### config.mk
export PLATFORM = sky130hd
export DESIGN_NAME = redundant_leader_election
export DESIGN_NICKNAME = d
export VERILOG_FILES = /design/src/hw/rtl/rle_pkg.sv /design/src/hw/rtl/redundant_leader_election.sv
export SDC_FILE = /design/constraint.sdc
export NUM_CORES = 2
export LEC_CHECK = 0
export BUFFER_PORTS_ARGS = -buffer_cell sky130_fd_sc_hd__buf_2
export CAP_MARGIN = 30
export CELL_PAD_IN_SITES_DETAIL_PLACEMENT = 1
export CELL_PAD_IN_SITES_GLOBAL_PLACEMENT = 2
export CORE_MARGIN = 5
export CORE_UTILIZATION = 38
export DETAILED_ROUTE_END_ITERATION = 16
export PLACE_DENSITY_LB_ADDON = 0.1
export SYNTH_ARGS = -nofsm -noshare
export SYNTH_HDL_FRONTEND = slang
export SYNTH_SLANG_ARGS = --single-unit
### constraint.sdc
create_clock -name clock -period 7.9 [get_ports clock]
set_clock_uncertainty 0.2 [all_clocks]
set_input_delay 0.395 -clock clock [delete_from_list [all_inputs] [get_ports clock]]
set_output_delay 0.395 -clock clock [all_outputs]
set_load 0.05 [all_outputs]
### src/hw/rtl/rle_pkg.sv
// Shared widths, codes and reset values for the redundant leader election block.
package rle_pkg;

   localparam int SCORE_W = 26;
   localparam int ID_W    = 2;
   localparam int MASK_W  = 4;
   localparam int CSR_W   = 32;
   localparam int CSR_IDX_W = 2;
   localparam int NOW_W   = 48;

   localparam int NODE_COUNT_DEFAULT = 4;
   localparam int TIME_BITS_DEFAULT  = 48;

   localparam logic [SCORE_W-1:0] SCORE_MAX = SCORE_W'(65470464);

   localparam logic [ID_W-1:0]    OWN_ID_RESET  = '0;
   localparam logic [CSR_W-1:0]   TIMEOUT_RESET = CSR_W'(100000);
   localparam logic [SCORE_W-1:0] MARGIN_RESET  = SCORE_W'(6554);
   localparam logic [CSR_W-1:0]   HOLDOFF_RESET = CSR_W'(500000);

   typedef enum logic [CSR_IDX_W-1:0] {
      CSR_OWN_ID  = 2'd0,
      CSR_TIMEOUT = 2'd1,
      CSR_MARGIN  = 2'd2,
      CSR_HOLDOFF = 2'd3
   } csr_index_type;

   typedef enum logic {
      MODE_PEER = 1'b0,
      MODE_TICK = 1'b1
   } mode_type;

   function automatic logic [SCORE_W-1:0] sat_score(input logic [SCORE_W-1:0] s);
      sat_score = (s > SCORE_MAX) ? SCORE_MAX : s;
   endfunction

endpackage

### src/hw/rtl/redundant_leader_election.sv
// Leader election over a table of redundant nodes, with margin and holdoff hysteresis.
//
//   channel   ports                      handshake
//   request   start, busy, req_*         taken when start is high and busy is low
//   response  rsp_valid, rsp_*           one-cycle strobe, one response per request
//   config    csr_we, csr_index, csr_*   written on every edge with csr_we high
//
// A peer report goes straight to the finish state; a tick makes one pass of the shared
// subtract-and-compare unit over the table for expiry, a holdoff check, a fetch of the
// leader's score and a second pass for the election scan.
// The response strobe rises in the cycle that busy falls.
// Synchronous reset clears the table, the leader and the local score at once.
// The receiver cannot stall; a response is never held back.
module redundant_leader_election #(
   parameter int NODE_COUNT = rle_pkg::NODE_COUNT_DEFAULT,
   parameter int TIME_BITS  = rle_pkg::TIME_BITS_DEFAULT
) (
   input  logic                          clock,
   input  logic                          reset,
   input  logic                          start,
   output logic                          busy,
   input  logic                          req_mode,
   input  logic [rle_pkg::ID_W-1:0]      req_node_index,
   input  logic [rle_pkg::SCORE_W-1:0]   req_score_value,
   input  logic                          req_local_fresh,
   input  logic                          req_local_healthy,
   input  logic [rle_pkg::NOW_W-1:0]     req_now_us,
   output logic                          rsp_valid,
   output logic [rle_pkg::ID_W-1:0]      rsp_leader_id,
   output logic                          rsp_leader_changed,
   output logic [rle_pkg::MASK_W-1:0]    rsp_valid_mask,
   output logic [rle_pkg::SCORE_W-1:0]   rsp_self_score_out,
   input  logic                          csr_we,
   input  logic [rle_pkg::CSR_IDX_W-1:0] csr_index,
   input  logic [rle_pkg::CSR_W-1:0]     csr_wdata
);
   import rle_pkg::*;

   localparam int IDX_W  = $clog2(NODE_COUNT);
   localparam int LEAD_W = (IDX_W > ID_W) ? IDX_W : ID_W;
   localparam logic [LEAD_W:0]  NODE_LIM  = (LEAD_W + 1)'(NODE_COUNT);
   localparam logic [IDX_W-1:0] LAST_IDX  = IDX_W'(NODE_COUNT - 1);

   typedef enum logic [2:0] {
      ST_IDLE,
      ST_EXPIRE,
      ST_LOCAL,
      ST_LEAD,
      ST_SCAN,
      ST_FINISH
   } state_type;

   state_type state_ff, state_in;

   logic [SCORE_W-1:0]   score_ff [NODE_COUNT];
   logic [SCORE_W-1:0]   score_in [NODE_COUNT];
   logic [TIME_BITS-1:0] seen_ff  [NODE_COUNT];
   logic [TIME_BITS-1:0] seen_in  [NODE_COUNT];
   logic [NODE_COUNT-1:0] valid_ff, valid_in;

   logic [ID_W-1:0]      own_ff, own_in;
   logic [CSR_W-1:0]     timeout_ff, timeout_in;
   logic [SCORE_W-1:0]   margin_ff, margin_in;
   logic [CSR_W-1:0]     holdoff_ff, holdoff_in;

   logic [LEAD_W-1:0]    leader_ff, leader_in;
   logic [TIME_BITS-1:0] last_change_ff, last_change_in;
   logic [SCORE_W-1:0]   local_ff, local_in;

   logic [IDX_W-1:0]     cnt_ff, cnt_in;
   logic                 mode_ff, mode_in;
   logic [SCORE_W-1:0]   req_score_ff, req_score_in;
   logic                 fresh_ff, fresh_in;
   logic                 healthy_ff, healthy_in;
   logic [TIME_BITS-1:0] now_ff, now_in;
   logic [SCORE_W-1:0]   best_ff, best_in;
   logic [LEAD_W-1:0]    best_id_ff, best_id_in;
   logic                 holdoff_ok_ff, holdoff_ok_in;

   logic                 rsp_valid_ff, rsp_valid_in;
   logic [ID_W-1:0]      rsp_leader_ff, rsp_leader_in;
   logic                 rsp_changed_ff, rsp_changed_in;
   logic [MASK_W-1:0]    rsp_mask_ff, rsp_mask_in;
   logic [SCORE_W-1:0]   rsp_score_ff, rsp_score_in;

   logic [IDX_W-1:0]     rd_addr;
   logic [SCORE_W-1:0]   rd_score;
   logic [TIME_BITS-1:0] rd_seen;
   logic                 rd_valid;

   logic [TIME_BITS-1:0] op_a, op_b, op_c;
   logic [TIME_BITS:0]   diff;
   logic                 borrow;
   logic                 gt;

   logic                 accept;
   logic [LEAD_W-1:0]    peer_idx;
   logic [LEAD_W-1:0]    own_idx;
   logic                 leader_in_range;
   logic                 own_in_range;
   logic                 peer_in_range;
   logic [SCORE_W-1:0]   local_new;
   logic [MASK_W-1:0]    mask_now;

   assign accept          = start && (state_ff == ST_IDLE);
   assign peer_idx        = LEAD_W'(req_node_index);
   assign own_idx         = LEAD_W'(own_ff);
   assign leader_in_range = {1'b0, leader_ff} < NODE_LIM;
   assign own_in_range    = {1'b0, own_idx} < NODE_LIM;
   assign peer_in_range   = {1'b0, peer_idx} < NODE_LIM;

   // Read port of the node table: the scan counter, or the leader while its score is fetched.
   always_comb begin
      rd_addr = (state_ff == ST_LEAD) ? leader_ff[IDX_W-1:0] : cnt_ff;
   end
   assign rd_score = score_ff[rd_addr];
   assign rd_seen  = seen_ff[rd_addr];
   assign rd_valid = valid_ff[rd_addr];

   // Shared unit: one wrapping subtraction with borrow, then one greater-than compare.
   always_comb begin
      op_a = '0;
      op_b = '0;
      op_c = '0;
      unique case (state_ff)
         ST_EXPIRE: begin
            op_a = now_ff;
            op_b = rd_seen;
            op_c = TIME_BITS'(timeout_ff);
         end
         ST_LOCAL: begin
            op_a = now_ff;
            op_b = last_change_ff;
            op_c = TIME_BITS'(holdoff_ff);
         end
         ST_SCAN: begin
            op_a = TIME_BITS'(best_ff);
            op_b = TIME_BITS'(rd_score);
            op_c = TIME_BITS'(margin_ff);
         end
         default: begin
            op_a = '0;
         end
      endcase
   end
   assign diff   = {1'b0, op_a} - {1'b0, op_b};
   assign borrow = diff[TIME_BITS];
   assign gt     = diff[TIME_BITS-1:0] > op_c;

   always_comb begin
      local_new = local_ff;
      if (fresh_ff) begin
         local_new = healthy_ff ? sat_score(req_score_ff) : SCORE_MAX;
      end
   end

   always_comb begin
      mask_now = '0;
      for (int i = 0; i < MASK_W && i < NODE_COUNT; i++) begin
         mask_now[i] = valid_ff[i];
      end
   end

   always_comb begin
      state_in       = state_ff;
      score_in       = score_ff;
      seen_in        = seen_ff;
      valid_in       = valid_ff;
      own_in         = own_ff;
      timeout_in     = timeout_ff;
      margin_in      = margin_ff;
      holdoff_in     = holdoff_ff;
      leader_in      = leader_ff;
      last_change_in = last_change_ff;
      local_in       = local_ff;
      cnt_in         = cnt_ff;
      mode_in        = mode_ff;
      req_score_in   = req_score_ff;
      fresh_in       = fresh_ff;
      healthy_in     = healthy_ff;
      now_in         = now_ff;
      best_in        = best_ff;
      best_id_in     = best_id_ff;
      holdoff_ok_in  = holdoff_ok_ff;
      rsp_valid_in   = 1'b0;
      rsp_leader_in  = rsp_leader_ff;
      rsp_changed_in = 1'b0;
      rsp_mask_in    = rsp_mask_ff;
      rsp_score_in   = rsp_score_ff;

      if (csr_we) begin
         unique case (csr_index_type'(csr_index))
            CSR_OWN_ID: begin
               own_in    = csr_wdata[ID_W-1:0];
               leader_in = LEAD_W'(csr_wdata[ID_W-1:0]);
            end
            CSR_TIMEOUT: timeout_in = csr_wdata;
            CSR_MARGIN:  margin_in  = csr_wdata[SCORE_W-1:0];
            CSR_HOLDOFF: holdoff_in = csr_wdata;
            default: begin
               own_in = own_ff;
            end
         endcase
      end

      unique case (state_ff)
         ST_IDLE: begin
            if (accept) begin
               mode_in      = req_mode;
               req_score_in = req_score_value;
               fresh_in     = req_local_fresh;
               healthy_in   = req_local_healthy;
               now_in       = TIME_BITS'(req_now_us);
               best_id_in   = leader_ff;
               cnt_in       = '0;
               if (mode_type'(req_mode) == MODE_PEER) begin
                  if (peer_in_range) begin
                     score_in[peer_idx[IDX_W-1:0]] = sat_score(req_score_value);
                     seen_in[peer_idx[IDX_W-1:0]]  = TIME_BITS'(req_now_us);
                     valid_in[peer_idx[IDX_W-1:0]] = 1'b1;
                  end
                  state_in = ST_FINISH;
               end else begin
                  state_in = ST_EXPIRE;
               end
            end
         end
         ST_EXPIRE: begin
            if (rd_valid && gt) begin
               valid_in[cnt_ff] = 1'b0;
            end
            cnt_in = cnt_ff + 1'b1;
            if (cnt_ff == LAST_IDX) begin
               cnt_in   = '0;
               state_in = ST_LOCAL;
            end
         end
         ST_LOCAL: begin
            local_in      = local_new;
            holdoff_ok_in = gt;
            if (own_in_range) begin
               score_in[own_idx[IDX_W-1:0]] = local_new;
               seen_in[own_idx[IDX_W-1:0]]  = now_ff;
               valid_in[own_idx[IDX_W-1:0]] = 1'b1;
            end
            state_in = ST_LEAD;
         end
         ST_LEAD: begin
            best_in    = (leader_in_range && rd_valid) ? rd_score : SCORE_MAX;
            best_id_in = leader_ff;
            state_in   = ST_SCAN;
         end
         ST_SCAN: begin
            if (rd_valid && (LEAD_W'(cnt_ff) != leader_ff) && !borrow && gt
                && holdoff_ok_ff) begin
               best_in    = rd_score;
               best_id_in = LEAD_W'(cnt_ff);
            end
            cnt_in = cnt_ff + 1'b1;
            if (cnt_ff == LAST_IDX) begin
               cnt_in   = '0;
               state_in = ST_FINISH;
            end
         end
         ST_FINISH: begin
            rsp_changed_in = 1'b0;
            rsp_leader_in  = leader_ff[ID_W-1:0];
            if (best_id_ff != leader_ff) begin
               leader_in      = best_id_ff;
               last_change_in = now_ff;
               rsp_changed_in = 1'b1;
               rsp_leader_in  = best_id_ff[ID_W-1:0];
            end
            rsp_valid_in = 1'b1;
            rsp_mask_in  = mask_now;
            rsp_score_in = local_ff;
            state_in     = ST_IDLE;
         end
         default: begin
            state_in = ST_IDLE;
         end
      endcase
   end

   always_ff @(posedge clock) begin
      if (reset) begin
         state_ff       <= ST_IDLE;
         valid_ff       <= '0;
         own_ff         <= OWN_ID_RESET;
         timeout_ff     <= TIMEOUT_RESET;
         margin_ff      <= MARGIN_RESET;
         holdoff_ff     <= HOLDOFF_RESET;
         leader_ff      <= LEAD_W'(OWN_ID_RESET);
         last_change_ff <= '0;
         local_ff       <= '0;
         cnt_ff         <= '0;
         rsp_valid_ff   <= 1'b0;
         rsp_changed_ff <= 1'b0;
         for (int i = 0; i < NODE_COUNT; i++) begin
            score_ff[i] <= '0;
            seen_ff[i]  <= '0;
         end
      end else begin
         state_ff       <= state_in;
         valid_ff       <= valid_in;
         own_ff         <= own_in;
         timeout_ff     <= timeout_in;
         margin_ff      <= margin_in;
         holdoff_ff     <= holdoff_in;
         leader_ff      <= leader_in;
         last_change_ff <= last_change_in;
         local_ff       <= local_in;
         cnt_ff         <= cnt_in;
         rsp_valid_ff   <= rsp_valid_in;
         rsp_changed_ff <= rsp_changed_in;
         score_ff       <= score_in;
         seen_ff        <= seen_in;
      end
      mode_ff       <= mode_in;
      req_score_ff  <= req_score_in;
      fresh_ff      <= fresh_in;
      healthy_ff    <= healthy_in;
      now_ff        <= now_in;
      best_ff       <= best_in;
      best_id_ff    <= best_id_in;
      holdoff_ok_ff <= holdoff_ok_in;
      rsp_leader_ff <= rsp_leader_in;
      rsp_mask_ff   <= rsp_mask_in;
      rsp_score_ff  <= rsp_score_in;
   end

   assign busy               = (state_ff != ST_IDLE);
   assign rsp_valid          = rsp_valid_ff;
   assign rsp_leader_id      = rsp_leader_ff;
   assign rsp_leader_changed = rsp_changed_ff;
   assign rsp_valid_mask     = rsp_mask_ff;
   assign rsp_self_score_out = rsp_score_ff;

`ifndef SYNTHESIS
   a_rsp_when_idle: assert property (@(posedge clock) disable iff (reset)
      rsp_valid_ff |-> (state_ff == ST_IDLE))
      else $error("Response strobe raised while a request is still in progress.");

   a_change_flag_with_strobe: assert property (@(posedge clock) disable iff (reset)
      rsp_changed_ff |-> rsp_valid_ff)
      else $error("Leader change flag set without a response strobe.");

   a_new_leader_in_range: assert property (@(posedge clock) disable iff (reset)
      (rsp_valid_ff && rsp_changed_ff) |-> leader_in_range)
      else $error("Leader changed to a node index outside the table.");

   a_own_entry_valid: assert property (@(posedge clock) disable iff (reset)
      ((state_ff == ST_FINISH) && (mode_type'(mode_ff) == MODE_TICK) && own_in_range)
      |-> valid_ff[own_idx[IDX_W-1:0]])
      else $error("Own node entry not valid at the end of a tick.");

   a_accept_goes_busy: assert property (@(posedge clock) disable iff (reset)
      accept |=> busy)
      else $error("Accepted request did not make the block busy.");
`endif

endmodule
* After elaboration in Yosys (flattened, before gate mapping)
Cells that the tools add are included.
** Cells by class
- Add/subtract/negate cells :: 2
- Magnitude comparators :: 15
- Eq/ne operators :: 17
- Muxes and demuxes :: 65
- Bitwise gates (word level) :: 8
- Reductions and logical operators :: 35
** Operators with widths (count)
- bitwise mux 192 bit :: 2
- two-way mux 192 bit :: 2
- one-hot mux 192 bit (2 select lines) :: 1
- two-way mux 26 bit :: 10
- bitwise mux 104 bit :: 2
- two-way mux 104 bit :: 2
- one-hot mux 104 bit (2 select lines) :: 1
- demux 48 bit (select 2 bit) :: 2
- two-way mux 48 bit :: 4
- one-hot mux 48 bit (3 select lines) :: 1
- demux 26 bit (select 2 bit) :: 2
- binary-select mux 48 bit (select 2 bit) :: 1
- one-hot mux 32 bit (3 select lines) :: 1
- one-hot mux 48 bit (2 select lines) :: 1
- binary-select mux 26 bit (select 2 bit) :: 1
- greater-than comparator 26 bit (second input constant) :: 2
- one-hot mux 26 bit (2 select lines) :: 1
- subtractor 48 x 48 -> 49 bit :: 1
- greater-than comparator 48 bit :: 1
- two-way mux 2 bit :: 10
- AND reduction 2 bit :: 8
- one-hot mux 3 bit (5 select lines) :: 1
- < comparator 2 x 3 -> 1 bit (second input constant) :: 4
- two-way mux 3 bit :: 4
- 32 further kinds :: 77
** Storage, ports and cells
- Register bits :: 612
- Bits of input ports :: 117
- Output and inout port bits :: 35

* Depth between registers and ports, before layout
- Depth in word-level cells :: 14
- Depth in mapped cells :: 34
- Mapped depth without buffers :: 28

* Least setup slack after synthesis
OpenSTA, ideal clock, no wires.
- Path kind :: register to register
- From :: register state_ff[0]
- To :: register best_ff[0] (enable)
- Setup time :: 0.368 ns
- Data arrival time :: 6.455 ns
- Data required time :: 7.332 ns
- Slack :: 0.877 ns
- Cell stages (with the launch flop) :: 35
- Period minus slack after synthesis :: 7.023 ns
- Path through :: dfxtp_1 buf_2 nand2_1 or2_2 clkbuf_1 mux2i_1 buf_2 buf_2 mux4_2 a22oi_1 nor2_1 a21oi_1 ha_1 buf_6 a21oi_2 o21ai_0 a21oi_1 nand2_1 a21oi_1 o21bai_1 a21o_1 a21oi_1 xnor2_1 ha_1 nand4_1 nor3_1 and3b_1 a211oi_1 nor3_1 o2111ai_1 nor4_1 nand4_1 or2_1 buf_6 a31o_1
** Between the ends
- Elaborated cells between the ends (all ways) :: 28
- Classes of those cells :: add/sub: 1; order compare: 1; eq/ne: 5; mux: 12; bitwise: 1; reduce/logical: 8
** RTL lines
- from (decl) :: line redundant_leader_election.sv:53 : state_type state_ff, state_in;
- from (signal assigned) :: line redundant_leader_election.sv:304 : state_ff <= state_in;
- equality test 3 x 2 -> 1 bit :: line redundant_leader_election.sv:114 : rd_addr = (state_ff == ST_LEAD) ? leader_ff[IDX_W-1:0] : cnt_ff;
- two-way mux 2 bit :: line redundant_leader_election.sv:114
- inverter 2 -> 3 bit (implied by the code) :: line redundant_leader_election.sv:116, redundant_leader_election.sv:117
- binary-select mux 26 bit (select 2 bit) / binary-select mux 48 bit (select 2 bit) (equally long branches) :: line redundant_leader_election.sv:116, redundant_leader_election.sv:117
- two-way mux 26 bit (implied by the code) / two-way mux 48 bit (equally long branches) (2 in series) :: line redundant_leader_election.sv:116, redundant_leader_election.sv:117
- one-hot mux 48 bit (3 select lines) :: line redundant_leader_election.sv:125 : unique case (state_ff)
- subtractor 48 x 48 -> 49 bit :: line redundant_leader_election.sv:146 : assign diff = {1'b0, op_a} - {1'b0, op_b};
- greater-than comparator 48 bit (*) :: line redundant_leader_election.sv:148 : assign gt = diff[TIME_BITS-1:0] > op_c;
- named net gt :: line redundant_leader_election.sv:94 : logic gt;
- logical AND 1 bit (*) :: line redundant_leader_election.sv:254 : if (rd_valid && (LEAD_W'(cnt_ff) != leader_ff) && !borrow && gt
- logical AND 1 bit (*) :: line redundant_leader_election.sv:255 : && holdoff_ok_ff) begin
- != test 2 bit (no line) (*)
- AND reduction 2 bit (no line) (*)
- to (signal assigned) :: line redundant_leader_election.sv:324 : best_ff <= best_in;
- to (decl) :: line redundant_leader_election.sv:76 : logic [SCORE_W-1:0] best_ff, best_in;
The timed path passes the listed nets; every way through them passes the cells marked *. The select of a mux whose other input is x is not followed.
A chain may end at the register's enable or synchronous reset.

* Final worst setup path
- From :: register state_ff[0]
- To :: register best_ff[16] (enable)
** Between the ends
- Longest elaborated chain between the ends :: 14
- Elaborated cells between the ends (all ways) :: 28
- Classes of those cells :: add/sub: 1; order compare: 1; eq/ne: 5; mux: 12; bitwise: 1; reduce/logical: 8
** RTL lines
- branches (longest 13 deep; another with subtractor 48 x 48 -> 49 bit)
- AND reduction 2 bit (no line) (*)
Mark *: on every way between the ends. The select of a mux whose other input is x is not followed.

==> impl_metrics.sql <==
INSERT INTO impl_metrics (metric_group, metric, value, unit) VALUES
('critical_path', 'critPathMaxFanout', '26', ''),
('sta', 'period_minus_slack', '7.43', 'ns'),
('worst_hold_path', 'hold_path_end', 'local_ff[16]$_SDFFE_PP0P_', ''),
('sta', 'setup_total_negative_slack', '0', 'ns'),
('worst_hold_path', 'hold_path.startpoint', 'reset', ''),
('placement', 'place.detailed.hpwl', '82600', 'um'),
('synthesis', 'postSynth.topFlopCell', 'dfxtp_1', ''),
('floorplan', 'rows', '104', ''),
('worst_hold_path', 'min_path_cells', '2', ''),
('cells_and_area', 'register_area', '13600', 'sq um'),
('clock_tree', 'tritoncts.num_buffers', '73', ''),
('synthesis', 'yosys-top-cells-area', 'dfxtp_1, edfxtp_1, nor2_1, a21oi_1, a22oi_1', ''),
('pwr', 'leakage', '13.3', 'nW'),
('clock_tree', 'clk_transition_reported_paths', '0.06', 'ns'),
('cells_and_area', 'n_fill_cell', '9370', ''),
('sta', 'final-setup-viol-count', '0', ''),
('grt', 'grt_pass1_vias', '30426', ''),
('synthesis', 'yosysTopAreaCell', 'dfxtp_1', ''),
('critical_path', 'worst-r2r-setup-slack', '0.47', 'ns'),
('critical_path', 'critPathKind', 'reg -> reg', ''),
('grt', 'globalRouteOverflowTotal', '0', ''),
('floorplan', 'fp.dieArea', '87500', 'sq um'),
('sta', 'finalMaxSlewViolations', '0', ''),
('critical_path', 'crit_path_max_incr_delay', '0.61', 'ns'),
('detailed_routing', 'route.detailed.wl_per_inst', '26.4', 'um'),
('synthesis', 'yosys.cell_types.count', '86', ''),
('sta', 'tightestPinTransition', '1.38', 'ns'),
('pwr', 'power_per_cell_area', '234', 'nW/um^2'),
('sta', 'final_hold_violation_count', '0', ''),
('cells_and_area', 'design.final.nets', '3930', ''),
('detailed_routing', 'vias', '29344', ''),
('clock_tree', 'clk-insertion-delay-late', '0.64', 'ns'),
('grt', 'antenna_found_initial', '7', ''),
('cells_and_area', 'layout.cells.most_common_list', 'nor2_1, a21oi_1, dfxtp_1, nand2_1, a22oi_1', ''),
('cells_and_area', 'layout_overhead_on_the_synthesized_area', '18.1', '%'),
('clock_tree', 'root_buffer_selected_by_cts', 'clkbuf_16', ''),
('synthesis', 'synth-edff-count', '137', ''),
('detailed_routing', 'detail_route.iter0.violations', '2288', ''),
('detailed_routing', 'drt.antenna.violating_nets', '0', ''),
('critical_path', 'worst_setup_path_start_kind', 'register', ''),
('cells_and_area', 'multiInputGateArea', '16200', 'sq um'),
('placement', 'gp_routability_congestion', '0.934', ''),
('sta', 'timing.max_slew.rel_slack', '7.77', '%'),
('floorplan', 'ios', '152', ''),
('detailed_routing', 'drc', '0', ''),
('clock_tree', 'clock_path_buffers', '3', ''),
('run_status', 'status', 'complete, no violations', ''),
('pwr', 'p_total', '8.59', 'mW'),
('sta', 'timing.hold.ws', '0.0651', 'ns'),
('floorplan', 'x_dimension_of_the_die', '296', 'um'),
('clock_tree', 'cts.repair_timing.setup_buffer_count', '0', ''),
('critical_path', 'crit-reg2reg-launch', 'state_ff[0]$_SDFFE_PP0P_', ''),
('detailed_routing', 'firstDrtPassIters', '5', ''),
('grt', 'grt_pass1_wl', '192000', 'um'),
('sta', 'clock.fmax', '135', 'MHz'),
('critical_path', 'worst_reg_to_reg_path_cell_count', '27', ''),
('placement', 'placed_cell_area', '33100', 'sq um'),
('critical_path', 'slowest_stage', 'mux4_2', ''),
('clock_tree', 'numClockSinks', '612', ''),
('run', 'timing.max_cap.violations', '0', ''),
('detailed_routing', 'drt-total-wl', '128000', 'um'),
('cells_and_area', 'layout.cells.most_common', 'nor2_1', ''),
('floorplan', 'die_h', '296', 'um'),
('clock_tree', 'cts.htree.levels', '3', ''),
('synthesis', 'syn_inst', '3599', ''),
('detailed_routing', 'post_detailed_route_via_to_cell_ratio', '6.05', ''),
('floorplan', 'core_box_area', '80800', 'sq um'),
('critical_path', 'worstReg2RegEnd', 'best_ff[16]$_DFFE_PP_', ''),
('sta', 'final_min_period_over_clock_period', '94.0', '%'),
('pwr', 'maximum_vdd_drop', '0.173', 'mV'),
('synthesis', 'yosys_register_bits', '612', '');
[routing by layer]
metal	global-route usage [%]	vias to the layer above	share of wire [%]
met5	0	-	0.021
met4	10.1	4	3.5
met3	4.82	247	5.4
met2	46.9	854	47
met1	38.2	14959	44
li1	-	13280	-
[worst max-delay path, delay by kind of cell (launching register included)]
family,cells,cell delay [ns]
AND/OR/NAND/NOR,11,2.33
AO/OA/AOI/OAI,8,1.90
multiplexers,2,0.84
buffers and inverters,3,0.66
adder cells (fa/ha/maj),2,0.63
flip-flops,1,0.34
XOR/XNOR,1,0.16
[layout make-up]
| class | count | area share (%) |
|---|---|---|
| antenna | 3 | 0.0205 |
| clock buffer | 105 | 5.79 |
| clock inverter | 30 | 0.970 |
| inverter | 41 | 0.420 |
| multi-input combinational | 2644 | 44.3 |
| sequential | 612 | 37.2 |
| tap | 1060 | 3.62 |
| timing repair buffer | 356 | 7.74 |
[report_power, final]
part           switching [mW]  internal, mW
logic                    1.08         0.605
clock network            1.44          2.08
registers              0.0826          3.30
total                    2.61          5.98
[state kept, by name, indices dropped and copies added, names as in the netlist, 3 cells and up]
register            cells
best_ff                26
holdoff_ff             32
last_change_ff         48
local_ff               26
margin_ff              26
mask_now                4
now_ff                 48
req_score_ff           26
rsp_self_score_out     26
rsp_valid_mask          4
score_ff              104
seen_ff               192
state_ff                3
timeout_ff             32
[repair_timing]
item	4_1_cts	5_1_grt
endpoints found under the setup margin	0	26
resized for setup	0	1
hold buffers	110	0
endpoints found under the hold margin	249	0
[synth_stat cells, types with 40 or more instances]
cell type / instances
a221oi_1: 65
nor2_1: 653
dfxtp_1: 475
inv_1: 40
a21oi_1: 475
o21ai_0: 62
clkbuf_1: 249
ha_1: 84
a22oi_1: 314
nand2_1: 385
edfxtp_1: 137
nor3_1: 81
mux4_2: 75
[logic make-up (layout without fill, tap and decap cells)]
| group | Yosys count | in the layout | synth area share (%) |
|---|---|---|---|
| simple gates | 1332 | 1332 | 18.3 |
| compound gates | 1101 | 1101 | 23.0 |
| flops | 612 | 612 | 43.9 |
| buf+inv | 343 | 532 | 4.41 |
| mux | 86 | 86 | 5.80 |
| fa+ha+maj | 85 | 85 | 3.45 |
| xor+xnor | 40 | 40 | 1.13 |
| other cells | 0 | 3 | 0 |
[metrics by stage]
stage          util, %  setup slack, ns  instances
6_report          45.4            0.474       4851
5_1_grt           45.3          -0.0212       4848
4_1_cts           45.3            0.450       4848
3_5_place_dp      40.9            0.482       4603
3_3_place_gp      40.7            0.520       4594
2_1_floorplan        -            0.877       3599
[how the worst max path moves through the flow]
stage | startpoint | to | slack (ns) | cells past startpoint
floorplan | state_ff[0]$_SDFFE_PP0P_ | best_ff[0]$_DFFE_PP_ | 0.88 | 34
global placement | state_ff[1]$_SDFFE_PP0P_ | best_ff[21]$_DFFE_PP_ | 0.52 | 27
detailed placement | state_ff[0]$_SDFFE_PP0P_ | best_ff[21]$_DFFE_PP_ | 0.48 | 29
CTS | state_ff[0]$_SDFFE_PP0P_ | best_ff[16]$_DFFE_PP_ | 0.45 | 29
global route | state_ff[0]$_SDFFE_PP0P_ | best_ff[16]$_DFFE_PP_ | -0.02 | 29
finish | state_ff[0]$_SDFFE_PP0P_ | best_ff[16]$_DFFE_PP_ | 0.47 | 27
Power figures use the tool's default switching activity.
